[config.mk]
export PLATFORM = sky130hd
export DESIGN_NAME = nvme_io_queue_pair_engine
export DESIGN_NICKNAME = d
export VERILOG_FILES = /design/src/hdl/nvqp_pkg.sv /design/src/hdl/nvqp_step.sv /design/src/hdl/nvme_io_queue_pair_engine.sv
export SDC_FILE = /design/constraint.sdc
export NUM_CORES = 1
export LEC_CHECK = 0
export BUFFER_PORTS_ARGS = -buffer_cell sky130_fd_sc_hd__buf_2
export CAP_MARGIN = 20
export CELL_PAD_IN_SITES_DETAIL_PLACEMENT = 2
export CELL_PAD_IN_SITES_GLOBAL_PLACEMENT = 2
export CORE_AREA = 2 2 262 264
export DETAILED_ROUTE_END_ITERATION = 8
export DIE_AREA = 0 0 264 266
export GPL_ROUTABILITY_DRIVEN = 0
export MAX_ROUTING_LAYER = met4
export PLACE_DENSITY_LB_ADDON = 0.2
export SLEW_MARGIN = 20
export SYNTH_ARGS = -nofsm -noshare
export SYNTH_HDL_FRONTEND = slang
export SYNTH_SLANG_ARGS = --single-unit
export TNS_END_PERCENT = 100
[constraint.sdc]
create_clock -name i_clk -period 23.7 [get_ports i_clk]
set_input_delay 1.185 -clock i_clk [delete_from_list [all_inputs] [get_ports i_clk]]
set_output_delay 1.185 -clock i_clk [all_outputs]
set_load 0.1 [all_outputs]
[src/hdl/nvqp_pkg.sv]
// nvqp_pkg: types, constants and register codes shared by the NVMe I/O queue pair engine.
// No dependencies; used by nvqp_step, nvme_io_queue_pair_engine and nvqp_checker.
package nvqp_pkg;

    // Ring and transfer geometry
    localparam int MAX_ENTRIES  = 64;
    localparam int SECTOR_BYTES = 512;   // power of two
    localparam int SECTOR_SHIFT = $clog2(SECTOR_BYTES);
    localparam int PAGE_BYTES   = 4096;  // power of two
    localparam int PAGE_BITS    = $clog2(PAGE_BYTES);
    localparam int BYTES_W      = 16 + SECTOR_SHIFT;  // block count times sector size
    localparam int SPAN_W       = PAGE_BITS + 1;      // holds 0 .. PAGE_BYTES
    localparam int TOTAL_W      = SPAN_W + 1;         // first span plus remainder, rounded

    localparam logic [18:0] DOORBELL_BASE = 19'h0_1000;

    // Configuration register map (word index = paddr[4:2])
    localparam int          APB_AW       = 5;
    localparam logic [2:0]  REG_NSID     = 3'd0;
    localparam logic [2:0]  REG_QENTRIES = 3'd1;
    localparam logic [2:0]  REG_DBSTRIDE = 3'd2;
    localparam logic [2:0]  REG_QNUM     = 3'd3;
    localparam logic [2:0]  REG_POLLLIM  = 3'd4;

    localparam logic [31:0] RST_NSID     = 32'd1;
    localparam logic [6:0]  RST_QENTRIES = 7'd64;
    localparam logic [3:0]  RST_DBSTRIDE = 4'd0;
    localparam logic [3:0]  RST_QNUM     = 4'd1;
    localparam logic [19:0] RST_POLLLIM  = 20'd1000000;

    // Request type codes
    localparam logic REQ_SUBMIT   = 1'b0;
    localparam logic REQ_COMPLETE = 1'b1;

    // Doorbell selectors
    localparam logic DB_TAIL = 1'b0;
    localparam logic DB_HEAD = 1'b1;

    typedef enum logic [2:0] {
        KIND_POSTED    = 3'd0,
        KIND_NOT_READY = 3'd1,
        KIND_DONE_OK   = 3'd2,
        KIND_DONE_ERR  = 3'd3,
        KIND_TIMEOUT   = 3'd4
    } t_kind;

    typedef struct packed {
        logic        req_type;
        logic [7:0]  command_opcode;
        logic [63:0] start_block;
        logic [15:0] block_count;
        logic [63:0] buffer_address;
        logic [31:0] completion_word;
    } t_req;

    typedef struct packed {
        logic [2:0]  result_kind;
        logic [5:0]  ring_slot;
        logic [7:0]  opcode_out;
        logic [31:0] entry_namespace;
        logic [63:0] prp_first;
        logic [63:0] prp_second;
        logic [63:0] lba_out;
        logic [15:0] blocks_minus_one;
        logic [18:0] doorbell_offset;
        logic [5:0]  doorbell_value;
        logic [14:0] status_code;
    } t_res;

    typedef struct packed {
        logic [31:0] namespace_id;
        logic [6:0]  queue_entries;
        logic [3:0]  db_stride_exp;
        logic [3:0]  queue_number;
        logic [19:0] poll_limit;
    } t_cfg;

    typedef struct packed {
        logic [5:0]  submit_tail;
        logic [5:0]  complete_head;
        logic        expected_phase;
        logic [19:0] poll_count;
    } t_qstate;

endpackage

[src/hdl/nvqp_step.sv]
// nvqp_step: combinational work for one transaction - builds the submission entry or
// evaluates the completion word, and gives the next queue state. Depends on nvqp_pkg.
module nvqp_step
    import nvqp_pkg::*;
(
    input  t_req    i_req,
    input  t_cfg    i_cfg,
    input  t_qstate i_state,
    output t_res    o_res,
    output t_qstate o_state
);

    // {wrapped, next pointer}
    function automatic logic [6:0] ring_advance(input logic [5:0] ptr, input logic [6:0] entries);
        logic [6:0] size;
        logic [6:0] nxt;
        size = (entries > 7'(MAX_ENTRIES)) ? 7'(MAX_ENTRIES) : entries;
        nxt  = {1'b0, ptr} + 7'd1;
        if (nxt >= size) begin
            return {1'b1, 6'd0};
        end
        return {1'b0, nxt[5:0]};
    endfunction

    function automatic logic [18:0] doorbell_at(input logic [3:0] stride, input logic [3:0] qnum,
                                                input logic which);
        logic [4:0] idx;
        logic [4:0] sh;
        idx = {qnum, which};
        sh  = {1'b0, stride} + 5'd2;
        return DOORBELL_BASE + (19'(idx) << sh);
    endfunction

    logic [15:0]        nlb;
    logic [BYTES_W-1:0] bytes_len;
    logic [SPAN_W-1:0]  span_raw;
    logic [SPAN_W-1:0]  lead_span;
    logic [BYTES_W-1:0] remain_raw;
    logic [SPAN_W-1:0]  remain;
    logic [TOTAL_W-1:0] total_rnd;
    logic               spill;
    logic [15:0]        nlb_adj;
    logic [63:0]        prp2;
    logic [6:0]         tail_adv;
    logic [6:0]         head_adv;
    logic               phase;
    logic [14:0]        status;
    logic [20:0]        seen;

    // Submission: PRP split and block count trim
    always_comb begin
        nlb        = (i_req.block_count == 16'd0) ? 16'd1 : i_req.block_count;
        bytes_len  = BYTES_W'(nlb) << SECTOR_SHIFT;
        span_raw   = SPAN_W'(PAGE_BYTES) - SPAN_W'(i_req.buffer_address[PAGE_BITS-1:0]);
        lead_span  = (BYTES_W'(span_raw) > bytes_len) ? bytes_len[SPAN_W-1:0] : span_raw;
        spill      = bytes_len > BYTES_W'(lead_span);
        remain_raw = bytes_len - BYTES_W'(lead_span);
        remain     = (remain_raw > BYTES_W'(PAGE_BYTES)) ? SPAN_W'(PAGE_BYTES)
                                                         : remain_raw[SPAN_W-1:0];
        total_rnd  = TOTAL_W'(lead_span) + TOTAL_W'(remain) + TOTAL_W'(SECTOR_BYTES - 1);
        nlb_adj    = spill ? 16'(total_rnd >> SECTOR_SHIFT) : nlb;
        prp2       = spill ? (i_req.buffer_address + 64'(lead_span)) : 64'd0;
    end

    assign tail_adv = ring_advance(i_state.submit_tail, i_cfg.queue_entries);
    assign head_adv = ring_advance(i_state.complete_head, i_cfg.queue_entries);
    assign phase    = i_req.completion_word[16];
    assign status   = i_req.completion_word[31:17];
    assign seen     = {1'b0, i_state.poll_count} + 21'd1;

    always_comb begin
        o_res   = '0;
        o_state = i_state;
        if (i_req.req_type == REQ_SUBMIT) begin
            o_res.result_kind      = KIND_POSTED;
            o_res.ring_slot        = i_state.submit_tail;
            o_res.opcode_out       = i_req.command_opcode;
            o_res.entry_namespace  = i_cfg.namespace_id;
            o_res.prp_first        = i_req.buffer_address;
            o_res.prp_second       = prp2;
            o_res.lba_out          = i_req.start_block;
            o_res.blocks_minus_one = nlb_adj - 16'd1;
            o_res.doorbell_offset  = doorbell_at(i_cfg.db_stride_exp, i_cfg.queue_number,
                                                 DB_TAIL);
            o_res.doorbell_value   = tail_adv[5:0];
            o_state.submit_tail    = tail_adv[5:0];
            o_state.poll_count     = '0;
        end else if (phase != i_state.expected_phase) begin
            if (seen >= 21'(i_cfg.poll_limit)) begin
                o_res.result_kind  = KIND_TIMEOUT;
                o_state.poll_count = '0;
            end else begin
                o_res.result_kind  = KIND_NOT_READY;
                o_state.poll_count = seen[19:0];
            end
        end else begin
            o_res.result_kind      = (status == 15'd0) ? KIND_DONE_OK : KIND_DONE_ERR;
            o_res.doorbell_offset  = doorbell_at(i_cfg.db_stride_exp, i_cfg.queue_number,
                                                 DB_HEAD);
            o_res.doorbell_value   = head_adv[5:0];
            o_res.status_code      = status;
            o_state.complete_head  = head_adv[5:0];
            o_state.expected_phase = i_state.expected_phase ^ head_adv[6];
            o_state.poll_count     = '0;
        end
    end

endmodule

[src/hdl/nvme_io_queue_pair_engine.sv]
// nvme_io_queue_pair_engine: top level of the host-side NVMe I/O queue pair engine.
// Depends on nvqp_pkg and nvqp_step.

// One transaction on the request channel gives exactly one transaction on the result
// channel, in order. Throughput is one request per clock unless a result is held by
// i_ready low: a request is captured in an input register, evaluated by nvqp_step (PRP
// split, block count trim, ring pointer and phase update, doorbell offset) and written
// to the result register, which drives o_valid, once that register is empty or being
// drained. The queue state (submission tail, completion head, expected phase, poll
// count) updates at the same edge that loads the result register, so back-to-back
// requests see the state left by their predecessor.
// o_ready stays high while the result register is empty or being drained this cycle;
// it drops only when a result is held by i_ready low and a request already waits in the
// input register. Configuration lives behind an APB-style port, one 32-bit word per
// register at byte offset 4*index: namespace id, queue entries, doorbell stride, queue
// number, poll limit. Writes complete in the access phase (pready tied high) and are
// meant to be made while the engine is idle. Reads return the stored register value.
module nvme_io_queue_pair_engine
    import nvqp_pkg::*;
(
    input  logic              i_clk,
    input  logic              i_rst_n,
    // request channel
    input  logic              i_valid,
    output logic              o_ready,
    input  t_req              i_req,
    // result channel
    output logic              o_valid,
    input  logic              i_ready,
    output t_res              o_res,
    // configuration
    input  logic              psel,
    input  logic              penable,
    input  logic              pwrite,
    input  logic [APB_AW-1:0] paddr,
    input  logic [31:0]       pwdata,
    output logic [31:0]       prdata,
    output logic              pready
);

    t_cfg    r_cfg;
    t_qstate r_state;
    t_qstate n_state;
    logic    r_in_valid;
    logic    n_in_valid;
    t_req    r_in;
    logic    r_out_valid;
    logic    n_out_valid;
    t_res    r_out;
    t_res    n_out;

    logic    w_move;
    logic    w_take;
    logic    w_cfg_wr;
    logic [2:0] w_reg_idx;

    // ---------------------------------------------------------------- config port
    assign pready    = 1'b1;
    assign w_reg_idx = paddr[APB_AW-1:2];
    assign w_cfg_wr  = psel && penable && pwrite;

    always_ff @(posedge i_clk) begin
        if (!i_rst_n) begin
            r_cfg.namespace_id    <= RST_NSID;
            r_cfg.queue_entries   <= RST_QENTRIES;
            r_cfg.db_stride_exp   <= RST_DBSTRIDE;
            r_cfg.queue_number    <= RST_QNUM;
            r_cfg.poll_limit      <= RST_POLLLIM;
        end else if (w_cfg_wr) begin
            case (w_reg_idx)
                REG_NSID:     r_cfg.namespace_id    <= pwdata;
                REG_QENTRIES: r_cfg.queue_entries   <= pwdata[6:0];
                REG_DBSTRIDE: r_cfg.db_stride_exp   <= pwdata[3:0];
                REG_QNUM:     r_cfg.queue_number    <= pwdata[3:0];
                REG_POLLLIM:  r_cfg.poll_limit      <= pwdata[19:0];
                default: ;  // unmapped: ignored
            endcase
        end
    end

    always_comb begin
        case (w_reg_idx)
            REG_NSID:     prdata = r_cfg.namespace_id;
            REG_QENTRIES: prdata = 32'(r_cfg.queue_entries);
            REG_DBSTRIDE: prdata = 32'(r_cfg.db_stride_exp);
            REG_QNUM:     prdata = 32'(r_cfg.queue_number);
            REG_POLLLIM:  prdata = 32'(r_cfg.poll_limit);
            default:      prdata = '0;
        endcase
    end

    // ---------------------------------------------------------------- datapath
    // input register -> nvqp_step -> result register
    assign w_move  = r_in_valid && (!r_out_valid || i_ready);
    assign o_ready = !r_in_valid || w_move;
    assign w_take  = i_valid && o_ready;

    nvqp_step u_step (
        .i_req   (r_in),
        .i_cfg   (r_cfg),
        .i_state (r_state),
        .o_res   (n_out),
        .o_state (n_state)
    );

    always_comb begin
        if (w_take) begin
            n_in_valid = 1'b1;
        end else if (w_move) begin
            n_in_valid = 1'b0;
        end else begin
            n_in_valid = r_in_valid;
        end

        if (w_move) begin
            n_out_valid = 1'b1;
        end else if (i_ready) begin
            n_out_valid = 1'b0;
        end else begin
            n_out_valid = r_out_valid;
        end
    end

    always_ff @(posedge i_clk) begin
        if (!i_rst_n) begin
            r_in_valid             <= 1'b0;
            r_out_valid            <= 1'b0;
            r_state.submit_tail    <= '0;
            r_state.complete_head  <= '0;
            r_state.expected_phase <= 1'b1;
            r_state.poll_count     <= '0;
        end else begin
            r_in_valid  <= n_in_valid;
            r_out_valid <= n_out_valid;
            if (w_move) begin
                r_state <= n_state;
            end
        end
    end

    // payload registers, no reset
    always_ff @(posedge i_clk) begin
        if (w_take) begin
            r_in <= i_req;
        end
        if (w_move) begin
            r_out <= n_out;
        end
    end

    assign o_valid = r_out_valid;
    assign o_res   = r_out;

endmodule

# Word-level counts from Yosys, hierarchy flattened
# Index checks and enable logic that the tools add are counted.
# classes
n_addsub	12
mul	0
n_div	0
order_cmp	7
n_eq_ne	5
shifts	2
muxes	24
bitwise_logic	4
n_reduce_logical	22
# ops
op	n
one-hot mux 32 bit (5 select lines)	1
adder 64 x 13 -> 64 bit	1
2-to-1 mux 20 bit	3
2-to-1 mux 40 bit	1
adder 13 x 19 -> 19 bit (first input constant)	2
left shift 5 x 5 -> 19 bit	2
2-to-1 mux 16 bit	2
2-to-1 mux 13 bit	2
greater-than comparator 13 x 25 -> 1 bit	1
greater-than comparator 25 x 13 -> 1 bit	1
greater-than comparator 25 x 13 -> 1 bit (second input constant)	1
2-to-1 mux 25 bit	1
subtractor 25 x 13 -> 25 bit	1
adder 20 x 1 -> 21 bit (second input constant)	1
greater-or-equal comparator 21 x 20 -> 1 bit	1
2-to-1 mux 7 bit	3
logical NOT 16 bit	1
subtractor 16 x 1 -> 16 bit (second input constant)	1
logical NOT 15 bit	1
adder 13 x 13 -> 14 bit	1
adder 14 x 9 -> 14 bit (second input constant)	1
adder 6 x 1 -> 7 bit (second input constant)	2
greater-or-equal comparator 7 bit	2
subtractor 13 x 12 -> 13 bit (first input constant)	1
other kinds (19)	42
# word_totals
ff_bits	584
latchBits	0
mem_bits_rw	0
mem_bits_ro	0
inputBits	229
output_inout_bits	332
word_cells	104
memories	0

# Logic depth before layout (Yosys ltp)
# Gate-level depths: netlist of the first run.
# logic_depth
depth_word	11
ltp_mapped	48
ltp_nobuf	42

# Modules after synthesis
# A second synthesis of the first run with hierarchy kept.
# hier_totals
hier_cells	2250
hier_area_um2	26789.4
# modules_own_cells
mod	instances	cells_each	area_each_um2	seq_area_each_um2
nvme_io_queue_pair_engine	1	991	19018.2	16515.8
nvqp_step	1	1259	7771.2	0.0

# Worst setup path before layout of the first run
# No wires, ideal clock.
# synth_path
path_kind	input to register
startpoint	input port i_ready
endpoint	register r_state[20] (netlist name)
setup_ns	0.064
t_arrival_ns	9.128
required_time_ns	23.636
setup_slack_ns	14.508
cell_stages	7
n_path_buf	1
cell_sequence	nor2b_1 > nand2b_1 > clkbuf_1 > inv_1 > nand2_1 > or3_1 > nand3_1
# synth_via
elab_chain_len	3
# synth_rtl
item	line	text
start, declared	nvme_io_queue_pair_engine.sv:29	input logic i_ready,
logical OR 1 bit	nvme_io_queue_pair_engine.sv:94	assign w_move = r_in_valid && (!r_out_valid || i_ready);
logical AND 1 bit	nvme_io_queue_pair_engine.sv:94	
AND reduction 3 bit (no line)	-	
end signal, assigned	nvme_io_queue_pair_engine.sv:136	r_state <= n_state;
end, declared	nvme_io_queue_pair_engine.sv:42	t_qstate r_state;
# No other way between the ends.
# A chain may end at the register's enable or synchronous reset.

# Worst setup path in the final report of the first run
# layout_path
startpoint	register r_in[32] (netlist name)
endpoint	register r_out (netlist bit o_res[44]), data pin
# layout_via
elab_chain_len	10
elab_cells_between_ends	11
cone_classes	5 x add/sub; 3 x order compare; 3 x mux
# layout_rtl
item	line	text
start, declared	nvme_io_queue_pair_engine.sv:46	t_req r_in;
start signal, assigned	nvme_io_queue_pair_engine.sv:144	r_in <= i_req;
subtractor 13 x 12 -> 13 bit *	nvqp_step.sv:54	span_raw = SPAN_W'(PAGE_BYTES) - SPAN_W'(i_req.buffer_address[PAGE_BITS-1:0]);
greater-than comparator 13 x 25 -> 1 bit	nvqp_step.sv:55	lead_span = (BYTES_W'(span_raw) > bytes_len) ? bytes_len[SPAN_W-1:0] : span_raw;
2-to-1 mux 13 bit *	nvqp_step.sv:55	
subtractor 25 x 13 -> 25 bit	nvqp_step.sv:57	remain_raw = bytes_len - BYTES_W'(lead_span);
greater-than comparator 25 x 13 -> 1 bit	nvqp_step.sv:58	remain = (remain_raw > BYTES_W'(PAGE_BYTES)) ? SPAN_W'(PAGE_BYTES)
2-to-1 mux 13 bit	nvqp_step.sv:58	
adder 13 x 13 -> 14 bit	nvqp_step.sv:60	total_rnd = TOTAL_W'(lead_span) + TOTAL_W'(remain) + TOTAL_W'(SECTOR_BYTES - 1);
adder 14 x 9 -> 14 bit	nvqp_step.sv:60	
2-to-1 mux 16 bit *	nvqp_step.sv:61	nlb_adj = spill ? 16'(total_rnd >> SECTOR_SHIFT) : nlb;
subtractor 16 x 1 -> 16 bit *	nvqp_step.sv:82	o_res.blocks_minus_one = nlb_adj - 16'd1;
end signal, assigned	nvme_io_queue_pair_engine.sv:147	r_out <= n_out;
end, declared	nvme_io_queue_pair_engine.sv:49	t_res r_out;
# Mark *: on every way between the ends. The rest lies on a longest branch, timed or not.

==> results.cfg, run 1 <==
[critical_path]
crit_path_top_delay_cell = o21ai_0
cp_common_cell = ha_1
end_kind = flop
reg2reg_slack_ns = 12.06
critPathMaxStageDelay_ns = 0.69
critPathArrivalTime_ns = 11.97
required_ns = 24.03
cp-start-kind = flop
cp_max_fo = 12
critical_path_class = reg -> reg

[die]
die_x_um = 264
die-height_um = 266
ios = 561
core-area_mm2 = 0.0677
rows = 96
initial_utilization_pct = 38.6
die-area_mm2 = 0.0702

[route]
viasPerCell = 5.50
wirelength_um = 94200
drt_pass1_iterations = 5
drt_iter0_drc = 1354
avgRoutedWirePerCell_um = 25.7
vias = 20200
drc = 0
antenna_left = 0

[synthesis]
ys_top_cells_by_area = edfxtp_1 54%, dfxtp_1 7.8%, nor2b_1 4.9%
synth_cells = 2207
yosysWarnings = 0
syn_nets = 2516
avgSynthCellArea_um2 = 11.8
synth_ff_type = edfxtp_1
ys_ff_latch = 568
synth_edf_count = 466
synth.top_cell.area_share_pct = 53.6
syn_area_mm2 = 0.0261
async_reset_ff_share_pct = 0
ys_seq_area_share_pct = 61.4
ys_types = 94
synth_top_area_cell = edfxtp_1

[power_and_ir_drop]
peakVddDrop_v = 0.0000494
powerDensity_mw_per_mm2 = 79.6
p_leak_nw = 12.5

[place]
port_buffers = 541
dpl.hpwl_um = 67100
place_area_mm2 = 0.0296

[layout]
fin_nets = 3031
final_cell_area_mm2 = 0.0318
area_growth_pct = 21.6
final_common_cell = buf_2
layout_common_cells = 541 x buf_2, 466 x edfxtp_1, 214 x nand2_1
drive_gt1_share_pct = 25.0

[global_route]
antenna_found_initial = 14
grt_pass1_wl_um = 140000
grt_max_degree = 105
grt_usage_pct = 27.0
first_global_vias = 22200
grt_overflow = 0

[cts]
cts.sinks = 568
h-tree-depth = 3
cts_hold_buf = 0
cts_setup_buffers = 0
cts_buffers = 67
cts_tree = built
clkTransAtPathRegs_ns = 0.06
clk_latency_ns = 0.62
cts-resized-gates = 0
clockRootBuffer = clkbuf_16
clockBufferDepth = 3

[sta]
skew_ns = 0.0287
grt_setup_unrepaired = false
min_period_ns = 11.64
hold_violations = 0
fin_crit_sh_pct = 49.1
setup_violations = 0
drv_slew = 0
finalSetupTns_ns = 0
worstMarginPinSlew_ns = 1.09
hold_slack_ns = 0.483
fmax_mhz = 85.9
slew_headroom_pct = 27.2

[run]
max_cap_violations = 0

[hold_path]
hold_path_class = reg -> reg

[outcome]
status = complete, no violations
[metrics by stage]
step / cells / power (mW) / setup WS [ns] / util (%)
after floorplan: 2207 / 1.45 / 14.51 / -
after global placement: 3535 / 1.52 / 12.74 / 43.7
after detailed placement: 3535 / 1.54 / 12.27 / 43.7
after CTS: 3657 / 2.55 / 12.09 / 46.9
after global routing: 3669 / 2.61 / 11.08 / 46.9
final: 3669 / 2.53 / 12.06 / 46.9
[worst paths after layout]
| path | cells after the start | endpoint | start |
|---|---|---|---|
| setup / recovery | 41 | o_res[44]$_SDFFCE_PP0P_ | r_in[32]$_DFFE_PP_ |
| hold reg to reg | 2 | r_cfg[57]$_SDFFE_PN0P_ | r_cfg[57]$_SDFFE_PN0P_ |
| setup reg to reg | 41 | o_res[44]$_SDFFCE_PP0P_ | r_in[32]$_DFFE_PP_ |
| hold / removal | 2 | r_cfg[57]$_SDFFE_PN0P_ | r_cfg[57]$_SDFFE_PN0P_ |
[report_power, final]
part	total [mW]	leakage (nW)	internal [mW]	switching, mW
Combinational	0.360	6.15	0.0680	0.292
Sequential	1.16	5.32	1.13	0.0258
Clock	1.01	1.03	0.574	0.440
Total	2.53	12.5	1.77	0.757
[cell usage after synthesis, types with 22 or more instances]
cell / instances
a21boi_0: 53
a21o_1: 30
a21oi_1: 94
a22o_1: 22
and2_1: 33
and3_1: 44
clkbuf_1: 92
dfxtp_1: 102
edfxtp_1: 466
ha_1: 80
inv_1: 79
mux2i_1: 32
nand2_1: 214
nand3_1: 58
nand4_1: 27
nor2_1: 125
nor2b_1: 206
nor3_1: 27
o21ai_0: 78
or3_1: 46
xnor2_1: 35
xor2_1: 37
[per-layer routing]
metal	track usage [%]	wire, µm	share of wire, %	up-vias
met5	-	0	0	-
met4	8.52	2790	3.0	0
met3	3.98	3880	4.1	150
met2	49.2	50600	54	543
met1	30.5	36900	39	10400
li1	-	-	-	9083
[flip-flops by register name, summed over array words and instances (netlist names)]
signal / cells
r_cfg: 67
r_in_valid: 1
r_state: 33
r_in: 169
o_res: 297
o_valid: 1
[kinds of logic after synthesis]
group	after synthesis	share of synthesized area, %
DFF	568	61.4
and+or+nand+nor	836	16.8
buffers and inverters	199	3.16
other	1	0.0144
muxes	34	1.36
AOI/OAI and AO/OA	417	11.1
adders and majority gates	80	3.83
xor gates and xnor gates	72	2.41
[worst max-delay path: cells and delay by family (launching register included)]
family,cells,cell delay (ns)
DFF,1,0.53
buffers and inverters,5,0.87
AOI/OAI and AO/OA,16,4.36
and+or+nand+nor,14,3.91
adders and majority gates,5,1.55
xor gates and xnor gates,1,0.13
[cell type report]
class,count,area (µm²)
tap,882,1100
sequential,568,16000
inverter,79,304
fill,6947,36000
clock buffer,82,1740
timing repair buffer,566,2900
antenna,12,30.0
clock inverter,40,375
multi-input combinational,1440,9300
(Power assumes the default switching activity.)
==> run 2, diff against run 1 <==
--- a/config.mk
+++ b/config.mk
@@ -9,9 +9,9 @@
 export CAP_MARGIN = 20
 export CELL_PAD_IN_SITES_DETAIL_PLACEMENT = 2
 export CELL_PAD_IN_SITES_GLOBAL_PLACEMENT = 2
-export CORE_AREA = 2 2 262 264
+export CORE_AREA = 2 2 273 275
 export DETAILED_ROUTE_END_ITERATION = 8
-export DIE_AREA = 0 0 264 266
+export DIE_AREA = 0 0 275 277
 export GPL_ROUTABILITY_DRIVEN = 0
 export MAX_ROUTING_LAYER = met4
 export PLACE_DENSITY_LB_ADDON = 0.2
==> constraint.sdc (replaced) <==
create_clock -name i_clk -period 11.3 [get_ports i_clk]
set_input_delay 0.565 -clock i_clk [delete_from_list [all_inputs] [get_ports i_clk]]
set_output_delay 0.565 -clock i_clk [all_outputs]
set_load 0.1 [all_outputs]
==> results.cfg, run 2 (synthesized netlist as in run 1, its figures left out) <==
[outcome]
status = complete, no violations

[sta]
grt_setup_unrepaired = false
slew_headroom_pct = 27.8
finalWorstSetupSlack_ns = 0.997
finalSetupTns_ns = 0
min_period_ns = 10.30
worstMarginPinSlew_ns = 1.08
hold_violations = 0
drv_slew = 0
fmax_mhz = 97.1
fin_crit_sh_pct = 91.2
skew_ns = 0.0281
setup_violations = 0

[layout]
fill_cells = 7641
layout_common_cells = 541 x buf_2, 466 x edfxtp_1, 214 x nand2_1
largest_register_ffs = 297
fin_nets = 3029
area_growth_pct = 22.9
final_common_cell = buf_2
drive_gt1_share_pct = 25.3

[critical_path]
rr_endpoint = o_res[44]$_SDFFCE_PP0P_
cp_max_fo = 10
critical_path_class = reg -> reg
crit_path_top_delay_cell = edfxtp_1
end_kind = flop
crit_start = r_in[32]$_DFFE_PP_
cp_common_cell = ha_1
reg2regPathDepth = 41
cp-start-kind = flop
crit_end = o_res[44]$_SDFFCE_PP0P_
rr_startpoint = r_in[32]$_DFFE_PP_
required_ns = 11.76
critPathArrivalTime_ns = 10.76
critPathMaxStageDelay_ns = 0.54
reg2reg_slack_ns = 1.0

[cts]
clkTransAtPathRegs_ns = 0.07
cts_setup_buffers = 0
clk_latency_ns = 0.62
clockRootBuffer = clkbuf_16
cts_buffers = 67
h-tree-depth = 3
cts_tree = built
clockBufferDepth = 3
cts.sinks = 568

[die]
die_x_um = 275
die-height_um = 277
ios = 561
rows = 100
initial_utilization_pct = 35.5
core-area_mm2 = 0.0736
die-area_mm2 = 0.0762

[place]
dpl.hpwl_um = 64900
pre_cts_ws_ns = 0.577
port_buffers = 541

[global_route]
grt_overflow = 0
use_met2_pct = 42.9
grt_use_met1_pct = 27.1
antenna_found_initial = 11
gr-usage-met3_pct = 3.76
grt_most_used_layer = met2
first_global_vias = 21400
grt_usage_pct = 24.0
grt_pass1_wl_um = 135000
grt_max_degree = 172

[route]
vias = 19600
viasPerCell = 5.23
wirelength_um = 90200
drt_iter0_drc = 1023
avgRoutedWirePerCell_um = 24.0
antenna_left = 0
drc = 0
drt_pass1_iterations = 5

[hold_path]
hold_path_class = in -> reg
hold-path-cell-count = 1

[power_and_ir_drop]
switching_share_pct = 29.2
combPwrFrac_pct = 13.7
peakVddDrop_v = 0.000118
powerDensity_mw_per_mm2 = 170
power_frac_seq_pct = 44.3
p_switching_mw = 1.60
p_leak_nw = 12.6
p_clk_share_pct = 41.9
intPower_mw = 3.87

[run]
max_cap_violations = 0
## run 2: power groups by stage
| stage | logic, mW | clock network (mW) | registers (mW) |
|---|---|---|---|
| 6_report | 0.751 | 2.29 | 2.42 |
| 4_1_cts | 0.758 | 2.35 | 2.42 |
| 3_3_place_gp | 0.737 | 0 | 2.46 |
| 3_5_place_dp | 0.754 | 0 | 2.46 |
| 2_1_floorplan | 0.213 | 0 | 2.82 |
| 5_1_grt | 0.790 | 2.42 | 2.43 |
## run 2: stage by stage
step                      cells  util (%)  cell area (µm²)  hold slack, ns  power, mW
after floorplan            2207         -            26100           0.447       3.03
after global placement     3620      40.4            29800           0.462       3.19
after detailed placement   3620      40.4            29800           0.482       3.22
after CTS                  3743      43.6            32100          0.0678       5.53
after global routing       3754      43.7            32100          0.0875       5.64
final                      3754      43.7            32100           0.112       5.46
## run 2: layout make-up
type / instances / area (µm²) / area share [%]
Timing Repair Buffer: 564 / 2910 / 9.04
Clock inverter: 43 / 503 / 1.57
Clock buffer: 80 / 1820 / 5.67
Sequential cell: 568 / 16000 / 49.9
Multi-Input combinational cell: 1440 / 9310 / 29.0
Inverter: 79 / 304 / 0.947
Antenna cell: 11 / 27.5 / 0.0857
Tap cell: 969 / 1210 / 3.77
## run 2: routing by layer
metal	wire, µm	share of wire (%)	up-vias
met1	35600	39	9989
met5	0	0	-
met4	2460	2.7	0
li1	-	-	9072
met3	3760	4.2	136
met2	48400	54	425
## run 2: worst min path at each step
| stage | to | slack [ns] | startpoint |
|---|---|---|---|
| 3_3_place_gp | r_cfg[61]$_SDFFE_PN0P_ | 0.46 | r_cfg[61]$_SDFFE_PN0P_ |
| 3_5_place_dp | r_cfg[10]$_SDFFE_PN0P_ | 0.48 | r_cfg[10]$_SDFFE_PN0P_ |
| 2_1_floorplan | r_cfg[55]$_SDFFE_PN0P_ | 0.45 | r_cfg[55]$_SDFFE_PN0P_ |
| 5_1_grt | r_in[17]$_DFFE_PP_ | 0.09 | i_req[17] |
| 6_report | r_in[17]$_DFFE_PP_ | 0.11 | i_req[17] |
| 4_1_cts | r_in[148]$_DFFE_PP_ | 0.07 | i_req[148] |
## run 2: repair_timing
item | CTS | global route
gates resized for setup | 0 | 3
endpoints found under the setup margin | 0 | 14
hold buffers | 0 | 0
## run 2: worst max-delay path: cells and delay by family (launching register included)
kind	cells	cell delay, ns
and+or+nand+nor	14	3.24
buffers and inverters	3	0.27
adders and majority gates	6	1.92
DFF	1	0.54
xor gates and xnor gates	1	0.18
AOI/OAI and AO/OA	17	3.96
==> run 3, diff against run 2 <==
--- a/config.mk
+++ b/config.mk
@@ -15,6 +15,7 @@
 export GPL_ROUTABILITY_DRIVEN = 0
 export MAX_ROUTING_LAYER = met4
 export PLACE_DENSITY_LB_ADDON = 0.2
+export RECOVER_POWER = 100
 export SLEW_MARGIN = 20
 export SYNTH_ARGS = -nofsm -noshare
 export SYNTH_HDL_FRONTEND = slang
==> results.cfg, run 3 (synthesized netlist as in run 1, its figures left out) <==
[route]
antenna_left = 0
drt_pass1_iterations = 7
wirelength_um = 90600
drt_iter0_drc = 962
avgRoutedWirePerCell_um = 24.1
vias = 19700
viasPerCell = 5.24
drc = 0

[place]
dpl.hpwl_um = 64900
port_buffers = 541

[power_and_ir_drop]
peakVddDrop_v = 0.000117
finalPower_mw = 5.47
p_leak_nw = 11.5
powerDensity_mw_per_mm2 = 173

[critical_path]
cp_common_cell = ha_1
end_kind = flop
critical_path_class = reg -> reg
critPathArrivalTime_ns = 10.86
cp-start-kind = flop
required_ns = 11.76
cp_max_fo = 10
crit_path_top_delay_cell = edfxtp_1
critPathMaxStageDelay_ns = 0.55

[cts]
clockRootBuffer = clkbuf_16
cts_setup_buffers = 0
h-tree-depth = 3
clk_latency_ns = 0.63
cts_buffers = 67
cts_tree = built
cts.sinks = 568
cts-resized-gates = 0
clockBufferDepth = 3
cts_hold_buf = 0
clkTransAtPathRegs_ns = 0.07

[sta]
hold_violations = 0
hold_slack_ns = 0.108
drv_slew = 872
fin_crit_sh_pct = 92.0
setup_violations = 0
grt_setup_unrepaired = false
fmax_mhz = 96.2
skew_ns = 0.0273
slew_headroom_pct = -494
min_period_ns = 10.40
finalSetupTns_ns = 0
worstMarginPinSlew_ns = 8.91

[global_route]
antenna_found_initial = 10
grt_usage_pct = 24.0
grt_pass1_wl_um = 135000
grt_max_degree = 172
first_global_vias = 21400
grt_overflow = 0

[layout]
drive_gt1_share_pct = 12.0
largest_register_ffs = 297
finalCoreUtilization_pct = 43.0
area_growth_pct = 20.9
final_common_cell = edfxtp_1
fin_nets = 3029
layout_common_cells = 466 x edfxtp_1, 374 x clkbuf_1, 214 x nand2_1

[die]
die_x_um = 275
die-area_mm2 = 0.0762
initial_utilization_pct = 35.5
rows = 100
ios = 561
die-height_um = 277
core-area_mm2 = 0.0736

[run]
max_cap_violations = 12

[hold_path]
hold_path_class = in -> reg

[outcome]
violations = capacitance limit, slew limit
status = finished with violations
run 3: changes by cell type in the layout (fill, tap and decap cells not counted), sizes merged:
| cell | previous run | this run |
|---|---|---|
| buf | 564 | 197 |
| clkbuf | 80 | 447 |
| clkinvlp | 3 | 4 |
| inv | 83 | 82 |
run 3: worst max-delay path, delay by kind of cell, from the launching register on:
| kind | cells | cell delay [ns] |
|---|---|---|
| adder cells (fa/ha/maj) | 6 | 1.92 |
| buffers and inverters | 3 | 0.28 |
| XOR/XNOR | 1 | 0.18 |
| AO/OA/AOI/OAI | 17 | 4.06 |
| AND/OR/NAND/NOR | 14 | 3.24 |
| flip-flops | 1 | 0.55 |
run 3: stage by stage:
stage / setup WS, ns / instances / cell area (µm²)
global route: 0.0864 / 3754 / 31600
detailed placement: 0.577 / 3620 / 29800
floorplan: 2.41 / 2207 / 26100
finish: 0.901 / 3754 / 31600
global placement: 1.31 / 3620 / 29800
CTS: 0.507 / 3743 / 32100
run 3: layout make-up:
class	instances	area, µm²
timing repair buffer	564	2400
fill	7821	42000
clock inverter	43	503
tap	969	1210
antenna	11	27.5
sequential	568	16000
multi-input combinational	1440	9310
inverter	79	298
clock buffer	80	1820
run 3: routing by layer:
layer  routed length (µm)  track usage (%)
met1                35600             27.1
met2                48300             42.9
met3                 4050             3.76
met4                 2570             7.84
met5                    0                -
run 3: final timing paths:
path / depth (start not counted) / startpoint / slack (ns) / endpoint
min reg2reg: 2 / r_cfg[53]$_SDFFE_PN0P_ / 0.48 / r_cfg[53]$_SDFFE_PN0P_
min: 1 / i_req[20] / 0.11 / r_in[20]$_DFFE_PP_
max reg2reg: 41 / r_in[32]$_DFFE_PP_ / 0.90 / o_res[44]$_SDFFCE_PP0P_
max: 41 / r_in[32]$_DFFE_PP_ / 0.90 / o_res[44]$_SDFFCE_PP0P_
run 3: report_power, final:
group | internal (mW) | switching (mW)
registers | 2.39 | 0.0511
clock network | 1.35 | 0.939
logic | 0.129 | 0.608
total | 3.87 | 1.60
